## src/rtl/gaussian_mixture_log_likelihood_unit_assert.svh

```systemverilog
// ----------------------------------------------------------------------------
// gaussian mixture log-likelihood unit assertion macros
// property wrappers for the block's checks, empty when SYNTHESIS is defined
// ----------------------------------------------------------------------------
`ifndef GAUSSIAN_MIXTURE_LOG_LIKELIHOOD_UNIT_ASSERT_SVH
`define GAUSSIAN_MIXTURE_LOG_LIKELIHOOD_UNIT_ASSERT_SVH

`ifndef SYNTHESIS

// same-cycle implication on aclk, disabled in reset
`define GMLL_ASSERT_IMPL(lbl, ante, cons) \
    lbl: assert property (@(posedge aclk) disable iff (!aresetn) (ante) |-> (cons)) \
        else $error("gmll: same-cycle check failed");

// next-cycle implication on aclk, disabled in reset
`define GMLL_ASSERT_NEXT(lbl, ante, cons) \
    lbl: assert property (@(posedge aclk) disable iff (!aresetn) (ante) |=> (cons)) \
        else $error("gmll: next-cycle check failed");

`else

`define GMLL_ASSERT_IMPL(lbl, ante, cons)
`define GMLL_ASSERT_NEXT(lbl, ante, cons)

`endif

`endif

```

## src/rtl/gmll_pkg.sv

```systemverilog
// ----------------------------------------------------------------------------
// gmll_pkg
// shared widths, constants and types of the mixture log-likelihood unit
// ----------------------------------------------------------------------------
`default_nettype none

package gmll_pkg;

    localparam int FRAC_BITS = 16;

    localparam int DATA_W = 32;
    localparam int UNC_W  = 31;
    localparam int SUM_W  = 48;
    localparam int WGT_W  = 16;
    localparam int Q_W    = 47;
    localparam int PROD_W = 64;
    localparam int LACC_W = 40;
    localparam int STEP_W = 6;
    localparam int MANT_W = 31;
    localparam int ADDR_W = 3;

    // integer bits of the scaled residual before it is capped
    localparam int CAP_SH = Q_W - FRAC_BITS;
    // shift from the q30 domain down to the output fraction
    localparam int Q30_SH = 30 - FRAC_BITS;

    localparam longint LN2_Q30_L      = 744261118;
    localparam longint HALF_LN2PI_Q30 = 986702737;

    localparam logic [29:0] LN2_Q30 = 30'(LN2_Q30_L);

    // -(30 - FRAC_BITS) * ln2 - ln(2 pi) / 2, the fixed part of the log terms
    localparam logic signed [LACC_W-1:0] LACC_INIT =
        LACC_W'(-(longint'(Q30_SH) * LN2_Q30_L + HALF_LN2PI_Q30));

    localparam logic [SUM_W-1:0] A_CAP = {1'b1, {(SUM_W-1){1'b0}}};
    localparam logic [SUM_W-1:0] D_FAR = SUM_W'(longint'(32) << FRAC_BITS);

    localparam logic signed [SUM_W-1:0] SUM_MAX = {1'b0, {(SUM_W-1){1'b1}}};
    localparam logic signed [SUM_W-1:0] SUM_MIN = {1'b1, {(SUM_W-1){1'b0}}};

    localparam logic [ADDR_W-1:0] ADDR_MIX_WEIGHT = 3'd0;
    localparam logic [WGT_W-1:0]  MIX_WEIGHT_RST  = 16'd32768;

    typedef struct packed {
        logic              start;
        logic [PROD_W-1:0] rem;
        logic [PROD_W-1:0] den;
        logic [Q_W-1:0]    dlo;
        logic [STEP_W-1:0] steps;
    } gmll_div_req_t;

    typedef struct packed {
        logic              done;
        logic [Q_W-1:0]    quo;
        logic [PROD_W-1:0] rem;
    } gmll_div_rsp_t;

    // floor(2^32 / n) for the series divisors
    function automatic logic [31:0] gmll_recip(input logic [4:0] n);
        logic [31:0] r;
        case (n)
            5'd2:    r = 32'd2147483648;
            5'd3:    r = 32'd1431655765;
            5'd4:    r = 32'd1073741824;
            5'd5:    r = 32'd858993459;
            5'd6:    r = 32'd715827882;
            5'd7:    r = 32'd613566756;
            5'd8:    r = 32'd536870912;
            5'd9:    r = 32'd477218588;
            5'd10:   r = 32'd429496729;
            5'd11:   r = 32'd390451572;
            5'd12:   r = 32'd357913941;
            5'd13:   r = 32'd330382099;
            5'd15:   r = 32'd286331153;
            5'd17:   r = 32'd252645135;
            5'd19:   r = 32'd226050910;
            5'd21:   r = 32'd204522252;
            5'd23:   r = 32'd186737708;
            default: r = 32'd0;
        endcase
        return r;
    endfunction

endpackage

`default_nettype wire

```

## src/rtl/gmll_div.sv

```systemverilog
// ----------------------------------------------------------------------------
// gmll_div
// restoring divider, one quotient bit per cycle, remainder kept
// ----------------------------------------------------------------------------
`default_nettype none

module gmll_div
    import gmll_pkg::*;
(
    input  wire logic          aclk,
    input  wire logic          aresetn,
    input  wire gmll_div_req_t req,
    output gmll_div_rsp_t      rsp
);

    logic [PROD_W-1:0] rem_reg, rem_next;
    logic [PROD_W-1:0] den_reg, den_next;
    logic [Q_W-1:0]    dlo_reg, dlo_next;
    logic [Q_W-1:0]    quo_reg, quo_next;
    logic [STEP_W-1:0] cnt_reg, cnt_next;
    logic              busy_reg, busy_next;
    logic              done_reg, done_next;

    logic [PROD_W:0] rem_sh;
    logic [PROD_W:0] rem_sub;
    logic            fits;

    // shift in the next dividend bit, msb first
    assign rem_sh  = {rem_reg, dlo_reg[Q_W-1]};
    assign rem_sub = rem_sh - {1'b0, den_reg};
    assign fits    = rem_sh >= {1'b0, den_reg};

    always_comb begin
        rem_next  = rem_reg;
        den_next  = den_reg;
        dlo_next  = dlo_reg;
        quo_next  = quo_reg;
        cnt_next  = cnt_reg;
        busy_next = busy_reg;
        done_next = 1'b0;
        if (req.start) begin
            rem_next  = req.rem;
            den_next  = req.den;
            dlo_next  = req.dlo;
            quo_next  = '0;
            cnt_next  = req.steps;
            busy_next = 1'b1;
        end else if (busy_reg) begin
            rem_next = fits ? rem_sub[PROD_W-1:0] : rem_sh[PROD_W-1:0];
            quo_next = {quo_reg[Q_W-2:0], fits};
            dlo_next = {dlo_reg[Q_W-2:0], 1'b0};
            cnt_next = cnt_reg - STEP_W'(1);
            if (cnt_reg == STEP_W'(1)) begin
                busy_next = 1'b0;
                done_next = 1'b1;
            end
        end
    end

    always_ff @(posedge aclk) begin
        if (!aresetn) begin
            busy_reg <= 1'b0;
            done_reg <= 1'b0;
        end else begin
            busy_reg <= busy_next;
            done_reg <= done_next;
        end
    end

    always_ff @(posedge aclk) begin
        rem_reg <= rem_next;
        den_reg <= den_next;
        dlo_reg <= dlo_next;
        quo_reg <= quo_next;
        cnt_reg <= cnt_next;
    end

    assign rsp.done = done_reg;
    assign rsp.quo  = quo_reg;
    assign rsp.rem  = rem_reg;

endmodule

`default_nettype wire

```

## config.mk

```make
export PLATFORM = sky130hd
export DESIGN_NAME = gmll_div
export DESIGN_NICKNAME = d
export VERILOG_FILES = /design/src/rtl/gaussian_mixture_log_likelihood_unit_assert.svh /design/src/rtl/gmll_pkg.sv /design/src/rtl/gmll_div.sv
export SDC_FILE = /design/constraint.sdc
export NUM_CORES = 1
export LEC_CHECK = 0
export ABC_AREA = 1
export CAP_MARGIN = 20
export CORE_ASPECT_RATIO = 0.8
export CORE_MARGIN = 1
export CORE_UTILIZATION = 35
export DETAILED_ROUTE_END_ITERATION = 12
export DONT_BUFFER_PORTS = 1
export GPL_ROUTABILITY_DRIVEN = 0
export GPL_TIMING_DRIVEN = 0
export MAX_ROUTING_LAYER = met4
export SLEW_MARGIN = 20
export SYNTH_ARGS = -nofsm -noshare
export SYNTH_HDL_FRONTEND = slang
export SYNTH_SLANG_ARGS = --single-unit
```

## constraint.sdc

```tcl
create_clock -name aclk -period 13.05 [get_ports aclk]
set_input_delay 0 -clock aclk [delete_from_list [all_inputs] [get_ports aclk]]
set_output_delay 0 -clock aclk [all_outputs]
set_load 0.05 [all_outputs]
```

==> results of run 1 <==
power by group:
group          internal, W  switching [W]
clock             0.000432       0.000312
combinational     0.000418       0.000770
sequential        0.000902       0.000243
total              0.00175        0.00132
path summary, 6_finish.rpt:
kind | startpoint | slack [ns] | cells past startpoint | to
max | rem_reg[2]$_DFFE_PP_ | 9.44 | 16 | rem_reg[30]$_DFFE_PP_
max reg2reg | rem_reg[2]$_DFFE_PP_ | 9.44 | 16 | rem_reg[30]$_DFFE_PP_
min reg2reg | busy_reg$_SDFF_PN0_ | 0.49 | 2 | busy_reg$_SDFF_PN0_
min | req[65] | 0.05 | 1 | den_reg[12]$_DFFE_PP_
area by class of cell:
| type | instances | share of cell area [%] |
|---|---|---|
| Sequential cell | 230 | 33.3 |
| Antenna cell | 10 | 0.130 |
| Tap cell | 603 | 3.91 |
| Clock inverter | 7 | 0.415 |
| Clock buffer | 40 | 4.05 |
| Timing Repair Buffer | 186 | 9.85 |
| Multi-Input combinational cell | 1507 | 37.9 |
| Buffer | 54 | 1.60 |
| Inverter | 455 | 8.85 |
per-layer routing:
| metal | vias to the layer above | GRT usage [%] |
|---|---|---|
| li1 | 7394 | - |
| met1 | 6637 | 31.8 |
| met2 | 572 | 35.8 |
| met3 | 77 | 5.68 |
| met4 | 0 | 5.40 |
| met5 | - | - |
cell usage after synthesis (all sizes together):
cell | instances | area share, %
nand2 | 908 | 22
inv | 454 | 11
edfxtp | 181 | 35
nor2 | 153 | 4.1
nand3 | 131 | 5.0
ha | 66 | 5.2
a21oi | 50 | 1.6
dfxtp | 49 | 6.2
o22ai | 45 | 1.8
nand3b | 44 | 2.1
o21ai | 41 | 1.5
clkbuf | 38 | 0.91
xnor2 | 32 | 1.8
buf | 16 | 1.0
nand4 | 10 | 0.40
nor3 | 9 | 0.32
o21bai | 6 | 0.29
and3 | 4 | 0.16
a31oi | 1 | 0.040
and2 | 1 | 0.040
clkinv | 1 | 0.024
fa | 1 | 0.13
nor4 | 1 | 0.040
o21a | 1 | 0.048
o31ai | 1 | 0.048
or2 | 1 | 0.040
xor2 | 1 | 0.056
through the flow:
stage               cell area, um^2  worst slack [ns]  util (%)  cells
finish                        19300              9.44      43.5   3092
global route                  19300              9.28      43.5   3092
CTS                           19300              9.50      43.4   3082
detailed placement            16500              9.53      37.3   2851
global placement              16500              6.95      37.2   2849
floorplan                     15700              8.68         -   2246
timing repair:
item                      4_1_cts  5_1_grt
gates resized for setup         0        0
hold buffers                  184        0
setup buffers                   0        0
hold endpoints to repair      248        0
worst register-to-register path, stage by stage (launching register included):
cell	delay, ns
edfxtp_1	0.77
ha_1	0.40
nand2_1	0.13
inv_1	0.05
nand2_1	0.08
nand2_1	0.06
nand2_1	0.07
nand3_2	0.13
nand2_1	0.11
nand2_2	0.12
nand2_1	0.12
nand2_2	0.10
nand2_2	0.25
clkbuf_1	0.61
nand3b_1	0.15
nand3_1	0.13
nand2_1	0.07
logic make-up (layout without fill, tap and decap cells):
logic type / count (synthesis) / count (layout)
xor+xnor: 33 / 33
flops: 230 / 230
fa+ha+maj: 67 / 67
simple gates: 1262 / 1262
compound gates: 145 / 145
buf+inv: 509 / 742
other cells: 0 / 10
cells in the final DEF, fill, tap and decap left out, types with 6 or more instances in the layout:
cell / synthesis / final
a21oi_1: 50 / 50
buf_12: 4 / 6
clkbuf_1: 38 / 40
clkbuf_16: 0 / 28
clkbuf_2: 0 / 6
dfxtp_1: 49 / 49
diode_2: 0 / 10
dlygate4sd3_1: 0 / 183
edfxtp_1: 181 / 181
ha_1: 66 / 66
inv_1: 450 / 450
nand2_1: 899 / 899
nand2_2: 8 / 8
nand3_1: 105 / 105
nand3_2: 26 / 26
nand3b_1: 44 / 44
nand4_1: 10 / 10
nor2_1: 129 / 129
nor2_2: 22 / 22
nor3_1: 8 / 8
o21ai_0: 31 / 31
o21ai_2: 7 / 7
o21bai_1: 6 / 6
o22ai_1: 45 / 45
xnor2_1: 32 / 32
==> out/qor.txt, run 1 <==
most used cell, CP - nand2_1
Final Slew Violations - 0
Worst EP required - 13.38 ns
critical path endpoint category - flip-flop
Total Power - 0.00308 W
clock tree buffer depth - 3
Pre-antenna DRT Iters - 5
initial antenna violation count - 11
# Max-Cap Violations - 0
Die Ht - 192 um
min Tclk post-route - 3.61 ns
met3 wire len - 5.14 mm
Hold Vio Cnt, Final - 0
Highest Clock Rate - 277 MHz
Initial Util - 35.5%
share of layout cells above drive strength 1 - 5.20%
Root Driver - clkbuf_16
area of the multi-input gates - 0.00732 mm^2
RSZ-0062 raised after global routing - false
Hold Crit Class - in2reg
# rows - 69
CTS tree - yes
M1 wire length - 24.5 mm
Mapped Nets - 2,497
drt initial violations - 1,262
crit path buf inv count - 2
post-route ant nets - 0
crit-path max FO - 10
DR WL/cell - 17.2 um
CP max stage delay - 0.77 ns
FF+latch area - 0.00642 mm^2
distinct cell type count after synthesis - 41
Max Used Layer - met4
DIE WIDTH - 239 um
synth warn - 0
mux cell area share after synthesis - 0%
Seq/Total Area, Yosys - 40.8%
Die ar. - 0.0458 mm^2
Synth Instances - 2,246
vias in the first global route - 14,300
Worst-Margin Slew - 0.788 ns
Reg clk slew, reported paths - 0.06 ns
CP max-delay cell - edfxtp_1
status - complete, no violations
CP Cell Sequence - ha_1, nand2_1, inv_1, nand2_1, nand2_1, nand2_1, nand3_2, nand2_1, nand2_2, nand2_1, nand2_2, nand2_2, clkbuf_1, nand3b_1, nand3_1, nand2_1
via count - 14,700
WP data arrival - 3.93 ns
Critical Path Start Type - flip-flop
Final nets - 2,711
Avg Inst Size Synth - 7.01 um^2
met2 WL - 22.3 mm
clk_skew - 0.00903 ns
critical path type - reg2reg
global-route wire length before repair - 80.9 mm
grt total ovfl - 0
CP delay by family, top - simple AND/OR/NAND/NOR gates
Sink Count - 230
GRT Util Overall - 23.6%
Worst Hold Slack - 0.0493 ns
IO Port Bufs - 0
area delta synth->final - 22.5%
worst rel slew slack - 47.5%
largest net degree at the start of global routing - 66
Placeable Area - 0.0444 mm^2
DRC viols - 0
Peak supply drop - 110 uV
Layout fillers - 4,597
DR vias/cell - 4.75
Detailed Place HPWL - 42.1 mm
fraction of the mapped netlist area in simple logic gates - 34.0%
period utilization - 27.6%
setup_tns - 0 ns
Synth Area in XOR/XNOR - 1.84%
Compound-Gate Fraction of Synth Area - 5.27%
P per Cell Area - 159 mW/mm^2
synthesized cell area - 0.0157 mm^2
H-tree levels - 1
clock latency on the worst-skew pair - 0.58 ns
Ports - 296
#FFs+latches synth - 230
TritonCTS Buffers - 26
Final setup viols - 0
post-synthesis adder-cell area fraction - 5.37%
DRT Wirelength - 53.2 mm
main combinational cell family by area after synthesis - simple AND/OR/NAND/NOR gates
P_leak - 9.50 nW
Note: power is estimated with default switching activity, not from simulation.
==> run 2: changes to the inputs <==
==> constraint.sdc (replaced) <==
create_clock -name aclk -period 3.2 [get_ports aclk]
set_input_delay 0 -clock aclk [delete_from_list [all_inputs] [get_ports aclk]]
set_output_delay 0 -clock aclk [all_outputs]
set_load 0.05 [all_outputs]
==> out/qor.txt, run 2 (same netlist as run 1, synthesis figures left out) <==
Net Sw Frac - 43.3% (was 43.0%)
crit path buf inv count - 2 (unchanged)
Design Area, Final - 0.0202 mm^2 (was 0.0193 mm^2)
global-route wire length before repair - 80.9 mm (about the same)
vias in the first global route - 14,200 (was 14,300)
# rows - 69 (unchanged)
min Tclk post-route - 3.14 ns (was 3.61 ns)
DIE WIDTH - 239 um (unchanged)
CTS tree - yes (unchanged)
critical path endpoint category - flip-flop (unchanged)
drt initial violations - 1,233 (was 1,262)
Detailed Place HPWL - 41.9 mm (was 42.1 mm)
Flop pwr share - 36.5% (was 37.2%)
Reg clk slew, reported paths - 0.06 ns (about the same)
CP max-delay cell - edfxtp_1 (unchanged)
DRC viols - 0 (unchanged)
Int Power - 0.00736 W (was 0.00175 W)
Worst EP required - 3.53 ns (was 13.38 ns)
CP delay by family, top - simple AND/OR/NAND/NOR gates (unchanged)
CP Cell Sequence - ha_4, nand2_1, nor2_1, nand2_1, nor2_2, nand2_1, nand2_4, nand2_8, nand2_8, buf_12, buf_12, nand3_2, nand3_1, nand2_1 (was ha_1, nand2_1, inv_1, nand2_1, nand2_1, nand2_1, nand3_2, nand2_1, nand2_2, nand2_1, nand2_2, nand2_2, clkbuf_1, nand3b_1, nand3_1, nand2_1)
via count - 14,900 (was 14,700)
Final nets - 2,728 (was 2,711)
initial antenna violation count - 11 (unchanged)
DRT Wirelength - 54.1 mm (was 53.2 mm)
Hold Crit Class - in2reg (unchanged)
Final Slew Violations - 0 (unchanged)
# Max-Cap Violations - 0 (unchanged)
Highest Clock Rate - 318 MHz (was 277 MHz)
Layout Cells excl Fill - 3,106 (was 3,092)
P_leak - 9.60 nW (was 9.50 nW)
Ports - 296 (unchanged)
Die Ht - 192 um (unchanged)
period utilization - 98.3% (was 27.6%)
Comb pwr share - 41.7% (was 38.6%)
largest net degree at the start of global routing - 71 (was 66)
clock tree buffer depth - 3 (unchanged)
Layout fillers - 4,511 (was 4,597)
commonest non-fill, non-tap cell in the layout - nand2_1 (unchanged)
DR WL/cell - 17.4 um (was 17.2 um)
Root Driver - clkbuf_16 (unchanged)
Hold Vio Cnt, Final - 0 (unchanged)
WP data arrival - 3.48 ns (was 3.93 ns)
H-tree levels - 1 (unchanged)
critical path type - reg2reg (unchanged)
P per Cell Area - 642 mW/mm^2 (was 159 mW/mm^2)
crit-path max FO - 10 (unchanged)
grt total ovfl - 0 (unchanged)
Worst-Margin Slew - 0.768 ns (was 0.788 ns)
Final setup viols - 0 (unchanged)
Total Power - 0.0130 W (was 0.00308 W)
Pre-antenna DRT Iters - 6 (was 5)
post-route ant nets - 0 (unchanged)
Placeable Area - 0.0444 mm^2 (unchanged)
clock latency on the worst-skew pair - 0.58 ns (about the same)
Critical Path Start Type - flip-flop (unchanged)
R2R setup slack - 0.06 ns (was 9.44 ns)
Die ar. - 0.0458 mm^2 (unchanged)
Clk pwr share - 21.8% (was 24.2%)
CP max stage delay - 0.67 ns (was 0.77 ns)
share of layout cells above drive strength 1 - 9.11% (was 5.20%)
GRT Util Overall - 23.7% (was 23.6%)
placed insts - 2,850 (was 2,851)
worst rel slew slack - 48.8% (was 47.5%)
TritonCTS Buffers - 25 (was 26)
area delta synth->final - 28.3% (was 22.5%)
switching pwr - 0.00561 W (was 0.00132 W)
Peak supply drop - 444 uV (was 110 uV)
Sink Count - 230 (unchanged)
Post-DP Area - 0.0165 mm^2 (about the same)
clk_skew - 0.0315 ns (was 0.00903 ns)
Initial Util - 35.5% (unchanged)
status - complete, no violations (unchanged)
IO Port Bufs - 0 (unchanged)
DR vias/cell - 4.81 (was 4.75)
most used cell, CP - nand2_1 (unchanged)
commonest non-fill, non-tap cells in the layout - nand2_1, inv_1, dlygate4sd3_1 (unchanged)
==> run 2: cell count changes in the layout (fill, tap and decap cells not counted), moves of 3 or more <==
cell / previous run / this run
nand2_1: 899 / 890
clkbuf_1: 40 / 37
clkinv_1: 5 / 1
buf_4: 3 / 23
ha_4: 0 / 54
ha_1: 66 / 10
nor2_1: 129 / 119
nor2_4: 2 / 12
nand2_2: 8 / 14
==> run 2: worst paths after layout <==
kind                          from               endpoint  depth (start not counted)
max          rem_reg[19]$_DFFE_PP_  rem_reg[43]$_DFFE_PP_                         14
min                        req[61]   den_reg[8]$_DFFE_PP_                          1
max reg2reg  rem_reg[19]$_DFFE_PP_  rem_reg[43]$_DFFE_PP_                         14
min reg2reg    busy_reg$_SDFF_PN0_    busy_reg$_SDFF_PN0_                          2
==> run 2: metrics by stage <==
stage               hold WS [ns]  worst slack (ns)  util (%)  TNS (ns)
floorplan                 0.0989             0.590         -         0
global placement          0.0989            -0.285      37.2    -19.61
detailed placement        0.0989            -0.293      37.3     -5.69
CTS                       0.0208           0.00215      43.7         0
global route              0.0161           -0.0414      45.5    -0.568
finish                    0.0460            0.0557      45.5         0
==> run 2: area by class of cell <==
cell class / instances / area, um^2 / area share [%]
antenna: 10 / 25.0 / 0.124
multi-input combinational: 1507 / 8140 / 40.3
sequential: 230 / 6420 / 31.8
clock buffer: 37 / 723 / 3.58
tap: 603 / 754 / 3.73
timing repair buffer: 204 / 2050 / 10.1
inverter: 455 / 1710 / 8.45
buffer: 54 / 337 / 1.67
clock inverter: 6 / 51.3 / 0.254
==> run 2: power groups by stage <==
stage	sequential [W]	clock (W)	combinational, W
after floorplan	0.00458	0	0.00336
after global routing	0.00479	0.00301	0.00594
after CTS	0.00470	0.00291	0.00488
final	0.00474	0.00283	0.00540
after global placement	0.00473	0	0.00449
after detailed placement	0.00473	0	0.00454
==> run 2: metal layers <==
layer  up-vias  track usage, %  wire, um
li1       7424               -         -
met1      6779            31.7     24100
met2       643            34.7     22800
met3        91            6.18      5480
met4         0            7.64      1690
met5         -               -         0
==> run 2: timing repair <==
action                                  4_1_cts  5_1_grt
endpoints found under the setup margin       48       64
gates resized for setup                      23       98
hold endpoints to repair                    248        0
gates cloned                                  0        1
buffers inserted                              2       16
pin swaps                                     4       24
hold buffers                                184        0
